## src/rtl/core/nrsc_pkg.sv

```systemverilog
package nrsc_pkg;

  localparam int CACHE_DEPTH = 128;
  localparam int PTR_W       = $clog2(CACHE_DEPTH);
  localparam int CNT_W       = $clog2(CACHE_DEPTH + 1);
  localparam int SEQ_W       = 16;
  localparam int MASK_W      = 16;
  localparam int VER_W       = 2;
  localparam int CFG_W       = 8;
  localparam int SLOT_W      = 7;
  localparam int LIM_W       = (CNT_W > CFG_W) ? CNT_W : CFG_W;

  localparam logic [CFG_W-1:0] MAX_ENTRIES_RST = CFG_W'(100);
  localparam logic [VER_W-1:0] STORED_VERSION  = VER_W'(2);
  localparam logic             FUNC_RECORD     = 1'b0;
  localparam logic             FUNC_NACK       = 1'b1;

  // controller -> datapath
  typedef struct packed {
    logic record;     // store in_seq_num in the ring
    logic load_nack;  // latch NACK id and mask
    logic step;       // move to next mask bit
    logic scan;       // ring search in progress
    logic emit;       // load the output register
  } cmd_t;

  // datapath -> controller
  typedef struct packed {
    logic bit0;       // current mask bit is set
    logic last;       // current lookup is the final one
    logic scan_done;
    logic out_busy;
  } sts_t;

  // ptr + off modulo depth, ptr < depth and off <= depth
  function automatic logic [PTR_W-1:0] ring_add(input logic [PTR_W-1:0] ptr,
                                                input logic [CNT_W-1:0] off);
    logic [CNT_W:0] s;
    s = (CNT_W+1)'(ptr) + (CNT_W+1)'(off);
    if (s >= (CNT_W+1)'(CACHE_DEPTH)) begin
      s = s - (CNT_W+1)'(CACHE_DEPTH);
    end
    return PTR_W'(s);
  endfunction

  function automatic logic [SLOT_W-1:0] slot_bits(input logic [PTR_W-1:0] ptr);
    return SLOT_W'({{SLOT_W{1'b0}}, ptr});
  endfunction

endpackage

```

## src/rtl/core/nrsc_ctrl.sv

```systemverilog
module nrsc_ctrl (
  input  logic                            clk,
  input  logic                            rst_n,
  input  logic                            in_valid,
  input  logic                            in_func,
  input  logic [nrsc_pkg::VER_W-1:0]      in_rtp_version,
  output logic                            in_ready,
  input  nrsc_pkg::sts_t                  sts,
  output nrsc_pkg::cmd_t                  cmd
);

  typedef enum logic [3:0] {
    ST_IDLE = 4'b0001,
    ST_SCAN = 4'b0010,
    ST_EMIT = 4'b0100,
    ST_NEXT = 4'b1000
  } state_t;

  state_t state_r, state_nxt;

  always_comb begin
    state_nxt = state_r;
    in_ready  = 1'b0;
    cmd       = '0;
    case (state_r)
      ST_IDLE: begin
        in_ready = 1'b1;
        if (in_valid) begin
          if (in_func == nrsc_pkg::FUNC_NACK) begin
            cmd.load_nack = 1'b1;
            state_nxt     = ST_SCAN;
          end else begin
            cmd.record = (in_rtp_version == nrsc_pkg::STORED_VERSION);
          end
        end
      end
      ST_SCAN: begin
        cmd.scan = 1'b1;
        if (sts.scan_done) state_nxt = ST_EMIT;
      end
      ST_EMIT: begin
        if (!sts.out_busy) begin
          cmd.emit  = 1'b1;
          state_nxt = sts.last ? ST_IDLE : ST_NEXT;
        end
      end
      ST_NEXT: begin
        cmd.step = 1'b1;
        if (sts.bit0) state_nxt = ST_SCAN;
      end
      default: begin
        state_nxt = ST_IDLE;
      end
    endcase
  end

  always_ff @(posedge clk) begin
    if (!rst_n) begin
      state_r <= ST_IDLE;
    end else begin
      state_r <= state_nxt;
    end
  end

endmodule

```

## src/rtl/core/nrsc_dp.sv

```systemverilog
module nrsc_dp (
  input  logic                              clk,
  input  logic                              rst_n,
  input  nrsc_pkg::cmd_t                    cmd,
  output nrsc_pkg::sts_t                    sts,
  input  logic [nrsc_pkg::SEQ_W-1:0]        in_seq_num,
  input  logic [nrsc_pkg::MASK_W-1:0]       in_lost_mask,
  input  logic                              cfg_valid,
  input  logic [nrsc_pkg::CFG_W-1:0]        cfg_data,
  output logic                              out_valid,
  input  logic                              out_ready,
  output logic [nrsc_pkg::SEQ_W-1:0]        out_req_seq,
  output logic                              out_found,
  output logic [nrsc_pkg::SLOT_W-1:0]       out_slot,
  output logic                              out_last
);

  logic [nrsc_pkg::SEQ_W-1:0]  mem [nrsc_pkg::CACHE_DEPTH];

  logic [nrsc_pkg::CFG_W-1:0]  max_entries_r;
  logic [nrsc_pkg::PTR_W-1:0]  oldest_r, oldest_nxt;
  logic [nrsc_pkg::CNT_W-1:0]  count_r, count_nxt;

  logic [nrsc_pkg::SEQ_W-1:0]  tgt_r;
  logic [nrsc_pkg::MASK_W-1:0] rem_r;
  logic                        last_r;
  logic [nrsc_pkg::CNT_W-1:0]  issue_idx_r;
  logic                        pend_r;
  logic [nrsc_pkg::SEQ_W-1:0]  rd_data_r;
  logic [nrsc_pkg::PTR_W-1:0]  rd_slot_r;
  logic                        res_found_r;
  logic [nrsc_pkg::SLOT_W-1:0] res_slot_r;

  logic                        out_valid_r;
  logic [nrsc_pkg::SEQ_W-1:0]  out_req_seq_r;
  logic                        out_found_r;
  logic [nrsc_pkg::SLOT_W-1:0] out_slot_r;
  logic                        out_last_r;

  logic [nrsc_pkg::LIM_W-1:0]  max_ext, lim_w, count_ext;
  logic                        at_limit;
  logic [nrsc_pkg::PTR_W-1:0]  wr_addr, rd_addr;
  logic                        rd_en, match_now, scan_done;
  logic [nrsc_pkg::MASK_W-1:0] rem_shift;

  // effective limit: 0 acts as 1, clamp at ring depth
  always_comb begin
    max_ext   = nrsc_pkg::LIM_W'(max_entries_r);
    count_ext = nrsc_pkg::LIM_W'(count_r);
    if (max_ext == '0) begin
      lim_w = nrsc_pkg::LIM_W'(1);
    end else if (max_ext > nrsc_pkg::LIM_W'(nrsc_pkg::CACHE_DEPTH)) begin
      lim_w = nrsc_pkg::LIM_W'(nrsc_pkg::CACHE_DEPTH);
    end else begin
      lim_w = max_ext;
    end
    at_limit = (count_ext >= lim_w);
  end

  // evict-then-append lands on oldest + count either way
  assign wr_addr = nrsc_pkg::ring_add(oldest_r, count_r);

  always_comb begin
    oldest_nxt = oldest_r;
    count_nxt  = count_r;
    if (cmd.record) begin
      if (at_limit) begin
        oldest_nxt = nrsc_pkg::ring_add(oldest_r, nrsc_pkg::CNT_W'(1));
      end else begin
        count_nxt = count_r + nrsc_pkg::CNT_W'(1);
      end
    end
  end

  always_ff @(posedge clk) begin
    if (!rst_n) begin
      max_entries_r <= nrsc_pkg::MAX_ENTRIES_RST;
      oldest_r      <= '0;
      count_r       <= '0;
    end else begin
      if (cfg_valid) max_entries_r <= cfg_data;
      oldest_r <= oldest_nxt;
      count_r  <= count_nxt;
    end
  end

  // search: one ring read issued per cycle, compared in the following cycle
  assign match_now = pend_r && (rd_data_r == tgt_r);
  assign scan_done = match_now || (!pend_r && (issue_idx_r >= count_r));
  assign rd_en     = cmd.scan && !match_now && (issue_idx_r < count_r);
  assign rd_addr   = nrsc_pkg::ring_add(oldest_r, issue_idx_r);
  assign rem_shift = rem_r >> 1;

  always_ff @(posedge clk) begin
    if (cmd.record) mem[wr_addr] <= in_seq_num;
    if (rd_en) begin
      rd_data_r <= mem[rd_addr];
      rd_slot_r <= rd_addr;
    end
  end

  always_ff @(posedge clk) begin
    if (cmd.load_nack) begin
      tgt_r  <= in_seq_num;
      rem_r  <= in_lost_mask;
      last_r <= (in_lost_mask == '0);
    end else if (cmd.step) begin
      tgt_r  <= tgt_r + nrsc_pkg::SEQ_W'(1);
      rem_r  <= rem_shift;
      last_r <= (rem_shift == '0);
    end
    if (cmd.scan && scan_done) begin
      res_found_r <= match_now;
      res_slot_r  <= match_now ? nrsc_pkg::slot_bits(rd_slot_r) : '0;
    end
  end

  always_ff @(posedge clk) begin
    if (!rst_n) begin
      issue_idx_r <= '0;
      pend_r      <= 1'b0;
    end else if (cmd.load_nack || cmd.step) begin
      issue_idx_r <= '0;
      pend_r      <= 1'b0;
    end else begin
      pend_r <= rd_en;
      if (rd_en) issue_idx_r <= issue_idx_r + nrsc_pkg::CNT_W'(1);
    end
  end

  // output register
  always_ff @(posedge clk) begin
    if (!rst_n) begin
      out_valid_r <= 1'b0;
    end else if (cmd.emit) begin
      out_valid_r <= 1'b1;
    end else if (out_ready) begin
      out_valid_r <= 1'b0;
    end
  end

  always_ff @(posedge clk) begin
    if (cmd.emit) begin
      out_req_seq_r <= tgt_r;
      out_found_r   <= res_found_r;
      out_slot_r    <= res_slot_r;
      out_last_r    <= last_r;
    end
  end

  assign out_valid   = out_valid_r;
  assign out_req_seq = out_req_seq_r;
  assign out_found   = out_found_r;
  assign out_slot    = out_slot_r;
  assign out_last    = out_last_r;

  assign sts.bit0      = rem_r[0];
  assign sts.last      = last_r;
  assign sts.scan_done = scan_done;
  assign sts.out_busy  = out_valid_r && !out_ready;

  a_count_bound: assert property (@(posedge clk) disable iff (!rst_n)
    count_r <= nrsc_pkg::CNT_W'(nrsc_pkg::CACHE_DEPTH))
    else $error("entry count above ring depth");

  a_full_record_keeps_count: assert property (@(posedge clk) disable iff (!rst_n)
    cmd.record && at_limit |=> count_r == $past(count_r))
    else $error("record at limit changed entry count");

  a_miss_slot_zero: assert property (@(posedge clk) disable iff (!rst_n)
    out_valid_r && !out_found_r |-> out_slot_r == '0)
    else $error("miss result with nonzero slot");

  a_read_in_range: assert property (@(posedge clk) disable iff (!rst_n)
    pend_r |-> issue_idx_r <= count_r)
    else $error("search read beyond valid entries");

endmodule

```

## src/rtl/core/nack_retransmit_seq_cache_core.sv

```systemverilog
// NACK retransmission sequence cache. A record request (in_func 0) stores
// in_seq_num in a FIFO ring when in_rtp_version is 2, evicting the oldest entry
// once max_entries (0 acts as 1, clamped to the ring depth) are held. A NACK
// request (in_func 1) gives one result for the id and one for each set bit of
// in_lost_mask (bit 0 = id + 1), out_last on the final one. Each lookup searches
// the ring oldest to newest through the single read port of the ring memory,
// one entry per cycle, stopping at the first hit; the mask is walked one bit at
// a time. No new request is taken while a NACK is in progress. The ring needs no
// clearing after reset. cfg_data writes max_entries and is always taken.
module nack_retransmit_seq_cache_core (
  input  logic                              clk,
  input  logic                              rst_n,
  input  logic                              in_valid,
  output logic                              in_ready,
  input  logic                              in_func,
  input  logic [nrsc_pkg::SEQ_W-1:0]        in_seq_num,
  input  logic [nrsc_pkg::VER_W-1:0]        in_rtp_version,
  input  logic [nrsc_pkg::MASK_W-1:0]       in_lost_mask,
  output logic                              out_valid,
  input  logic                              out_ready,
  output logic [nrsc_pkg::SEQ_W-1:0]        out_req_seq,
  output logic                              out_found,
  output logic [nrsc_pkg::SLOT_W-1:0]       out_slot,
  output logic                              out_last,
  input  logic                              cfg_valid,
  output logic                              cfg_ready,
  input  logic [nrsc_pkg::CFG_W-1:0]        cfg_data
);

  nrsc_pkg::cmd_t cmd;
  nrsc_pkg::sts_t sts;

  assign cfg_ready = 1'b1;

  nrsc_ctrl u_ctrl (
    .clk            (clk),
    .rst_n          (rst_n),
    .in_valid       (in_valid),
    .in_func        (in_func),
    .in_rtp_version (in_rtp_version),
    .in_ready       (in_ready),
    .sts            (sts),
    .cmd            (cmd)
  );

  nrsc_dp u_dp (
    .clk          (clk),
    .rst_n        (rst_n),
    .cmd          (cmd),
    .sts          (sts),
    .in_seq_num   (in_seq_num),
    .in_lost_mask (in_lost_mask),
    .cfg_valid    (cfg_valid),
    .cfg_data     (cfg_data),
    .out_valid    (out_valid),
    .out_ready    (out_ready),
    .out_req_seq  (out_req_seq),
    .out_found    (out_found),
    .out_slot     (out_slot),
    .out_last     (out_last)
  );

endmodule

```

## config.mk

```make
export PLATFORM = sky130hd
export DESIGN_NAME = nack_retransmit_seq_cache_core
export DESIGN_NICKNAME = d
export VERILOG_FILES = /design/src/rtl/core/nrsc_pkg.sv /design/src/rtl/core/nrsc_ctrl.sv /design/src/rtl/core/nrsc_dp.sv /design/src/rtl/core/nack_retransmit_seq_cache_core.sv
export SDC_FILE = /design/constraint.sdc
export NUM_CORES = 2
export LEC_CHECK = 0
export ABC_AREA = 1
export BUFFER_PORTS_ARGS = -buffer_cell sky130_fd_sc_hd__buf_4
export CAP_MARGIN = 15
export CORE_MARGIN = 2
export CORE_UTILIZATION = 45
export DETAILED_ROUTE_END_ITERATION = 7
export PLACE_DENSITY_LB_ADDON = 0.08
export RECOVER_POWER = 25
export REMOVE_ABC_BUFFERS = 1
export SYNTH_ARGS = -nofsm -noshare
export SYNTH_HDL_FRONTEND = slang
export SYNTH_HIERARCHICAL = 1
export SYNTH_SLANG_ARGS = --single-unit
```

## constraint.sdc

```tcl
create_clock -name clk -period 3.81 [get_ports clk]
set_clock_uncertainty 0.1 [all_clocks]
set_input_delay 0.5715 -clock clk [delete_from_list [all_inputs] [get_ports clk]]
set_output_delay 0.5715 -clock clk [all_outputs]
set_load 0.02 [all_outputs]
```

==> metrics.txt <==
start point of the critical path=u_dp/oldest_r[0]; Final Util=0.520; Iter 0 DRT Violations=just under 7000; reg2reg end=u_dp/rd_data_r[14]; hold_sp=in_func; Initial Util=0.453; period utilization=0.998; Final Setup Violations=0; number of placement rows=between 150 and 200; initial antenna violation count=14; clock root cell=clkbuf_16; CP required=about 4.3 ns; Max-Cap Viols=19; top area cells in the synthesized netlist=edfxtp_1 68%, nand2_1 12%, nand3_1 5.9%; critical path, cell by cell=ha_4, fa_4, buf_12, clkinv_16, buf_16, buf_12, nand3_1, nand2_1, nand2_1, nand3_1, nand3_1, nand3_1, nand3_1, nand2_1; first-pass GRT wire length=around 420000 um; WHS Path Cells=8; Async SR Flop Fraction=0; reg2reg start=u_dp/oldest_r[0]; Post-synth top flop=edfxtp_1; failing checks=capacitance limit, slew limit; CTS buffer count=between 200 and 250; routed length per instance=23.5 um; DRC=0; Slew headroom=-1.56; Cell variety after synth=43; Max Freq=approximately 260 MHz; WP data arrival=between 4 and 5 ns; commonest cells in the netlist=2976 x nand2_1, 2137 x edfxtp_1, 1114 x nand3_1; CTS tree=yes; maximum VDD drop=0.536 mV; die outline height=about 460 um; Post-DP HPWL=approximately 170000 um; Post-Synth Adder-Cell Area=0.00469; vias in the first global route=about 61000; port bufs=between 70 and 80; Yosys warnings=6; R2R Setup Slk=~0.0065 ns; post-synthesis mux area share=0; GRT overflow=0; Hold Path Sink=u_ctrl/state_r[3]; sequential area share after synthesis=0.691; I/O Pins=76; register area=approximately 0.065 mm^2; Clk Latency, worst-skew pair=~0.88 ns; fin worst setup slack=~0.0065 ns; number of flops mapped to enable cells by yosys=between 2000 and 2500; post-route ant nets=0; Worst Hold Class=input pin to flip-flop; Pleak=between 40 and 50 nW; Layout area overhead=14.7%; largest family of logic cells by synthesized area=simple AND/OR/NAND/NOR gates; Critical Path Max Stage Delay=~0.86 ns; CTS Buffer Depth=3; simple-gate area share of the yosys netlist=0.214; Max Transition Viols Final=approximately 1100; crit end category=flip-flop; nets@finish=approximately 9400; Final Routed Wirelength=just under 300000 um; ratio of cells with drive above 1 in the final layout=0.0912; pin count of the biggest net entering global routing=between 90 and 100; post-synth top area share=0.683; total core area=~0.21 mm^2; synthesis-stage register bit count=roughly 2200; clock-pin slew of the registers on the worst-case setup and hold paths=around 0.060 ns; area leader, netlist=edfxtp_1; cell count after synthesis=approximately 9000; most common cell in the netlist=nand2_1; R2R depth=14; Mapped Avg Cell Area=10.5 um^2; Crit-path slowest cell=fa_4; measured slew at the worst slew-check pin=between 3 and 4 ns; DR vias=64800; Die X=approximately 460 um; CP Class=flip-flop to flip-flop; status=complete, but fails checks; CP Launch Type=flip-flop; XOR/XNOR share of the synthesized area=0.00325; GR Util All Layers=0.269; cell mode on critical path=nand3_1; fin crit period=around 3.8 ns; Compound-Gate Fraction of Synth Area=0.0214; die area=between 0.2 and 0.25 mm^2; cell area after synthesis=0.0940 mm^2; fillers=about 19000; Sink Count=between 2000 and 2500; Worst Path Max Fanout=38; Detailed Routing Iterations Pass 1=6; area of the multi-input gates=between 0.02 and 0.025 mm^2; gp weighted congestion=approximately 0.87; worst slack, placed=-0.0606 ns; P per Cell Area=approximately 460 mW/mm^2; DR vias/cell=between 5 and 6; # H-tree levels=4; Final Hold Vio Count=0
## metrics by stage
stage | power, mW | setup TNS, ns | hold WS (ns) | instance area, um^2 | cells
detailed placement | 29.1 | -0.124 | 0.305 | 100000 | 11800
floorplan | 28.1 | -682.86 | 0.300 | 91400 | 8514
CTS | 50.4 | -0.0197 | 0.0119 | 108000 | 12300
global route | 51.5 | -0.00797 | 0.270 | 108000 | 12300
finish | 50.0 | 0 | 0.249 | 108000 | 12300
global placement | 29.1 | -0.170 | 0.302 | 100000 | 11800
## power breakdown
group / total, mW / switching, mW / internal (mW)
sequential: 26.6 / 0.113 / 26.5
clock: 21.4 / 9.25 / 12.1
combinational: 2.06 / 1.53 / 0.523
## worst max-delay path, delay by kind of cell, from the launching register on
family | cells | cell delay [ns]
adders and majority gates | 2 | 1.06
and+or+nand+nor | 8 | 1.23
DFF | 1 | 0.38
buffers and inverters | 4 | 0.71
## area by class of cell
class                           count  area share
Clock inverter                    119     0.00896
Clock buffer                      300      0.0566
Inverter                          980      0.0345
Timing Repair Buffer              541      0.0520
Sequential cell                  2174       0.602
Antenna cell                        2   0.0000464
Tap cell                         2788      0.0324
Multi-Input combinational cell   5360       0.213
## flip-flops by register name (all words and copies together), names as in the netlist
register	count
u_dp/rd_slot_r	7
u_dp/out_found	1
u_dp/rd_data_r	16
u_dp/res_slot_r	7
u_dp/count_ext	8
u_dp/last_r	1
u_dp/rem_r	16
u_dp/pend_r	1
u_dp/out_req_seq	16
u_dp/tgt_r	16
u_dp/issue_idx_r	8
u_dp/mem	2048
u_dp/out_last	1
u_dp/res_found_r	1
u_dp/out_slot	7
u_dp/out_valid	1
u_ctrl/state_r	4
u_dp/oldest_r	7
u_dp/max_entries_r	8
## per-layer routing
| metal | wire length [um] | part of all wire | GRT usage | up-vias |
|---|---|---|---|---|
| met2 | 128000 | 0.45 | 0.410 | 2410 |
| met4 | 7980 | 0.028 | 0.0766 | 2 |
| met1 | 129000 | 0.45 | 0.400 | 31800 |
| met5 | 11 | 0.000038 | 0 | - |
| met3 | 23100 | 0.080 | 0.0411 | 344 |
| li1 | - | - | - | 30200 |
## logic make-up (layout without fill, tap and decap cells)
| logic type | after synthesis | after routing |
|---|---|---|
| xor gates and xnor gates | 34 | 34 |
| DFF | 2174 | 2174 |
| AOI/OAI and AO/OA | 394 | 394 |
| buffers and inverters | 1448 | 1940 |
| adders and majority gates | 34 | 34 |
| other | 1 | 3 |
| and+or+nand+nor | 4897 | 4897 |
## cells in the final DEF, fill, tap and decap left out, types with 40 or more instances in the layout
master | synthesis | layout
nand2_1 | 2976 | 2968
edfxtp_1 | 2137 | 2137
nand3_1 | 1114 | 1096
inv_1 | 974 | 971
nor2_1 | 688 | 686
buf_4 | 43 | 362
o21ai_0 | 274 | 274
clkbuf_16 | 0 | 236
buf_12 | 3 | 109
clkbuf_1 | 153 | 74
o21ai_1 | 64 | 64
clkinv_1 | 2 | 56
or2_1 | 54 | 54
dlygate4sd3_1 | 0 | 40
## worst max path at each step
stage | to | slack, ns | depth (start not counted)
after floorplan | u_dp/rd_data_r[0] | -38.86 | 10
after global placement | u_dp/rd_data_r[2] | -0.07 | 13
after detailed placement | u_dp/rd_data_r[9] | -0.06 | 13
after CTS | u_dp/rd_data_r[2] | -0.02 | 13
after global routing | u_dp/rd_data_r[14] | -0.006 | 14
final | u_dp/rd_data_r[14] | 0.007 | 14
## timing repair
action	CTS	global route
gates resized for setup	7	20
buffers inserted	0	3
hold endpoints to repair	40	0
pin swaps	0	1
endpoints found under the setup margin	4	21
cloned	0	3
hold buffers	40	0
Note: power is estimated with default switching activity, not from simulation.
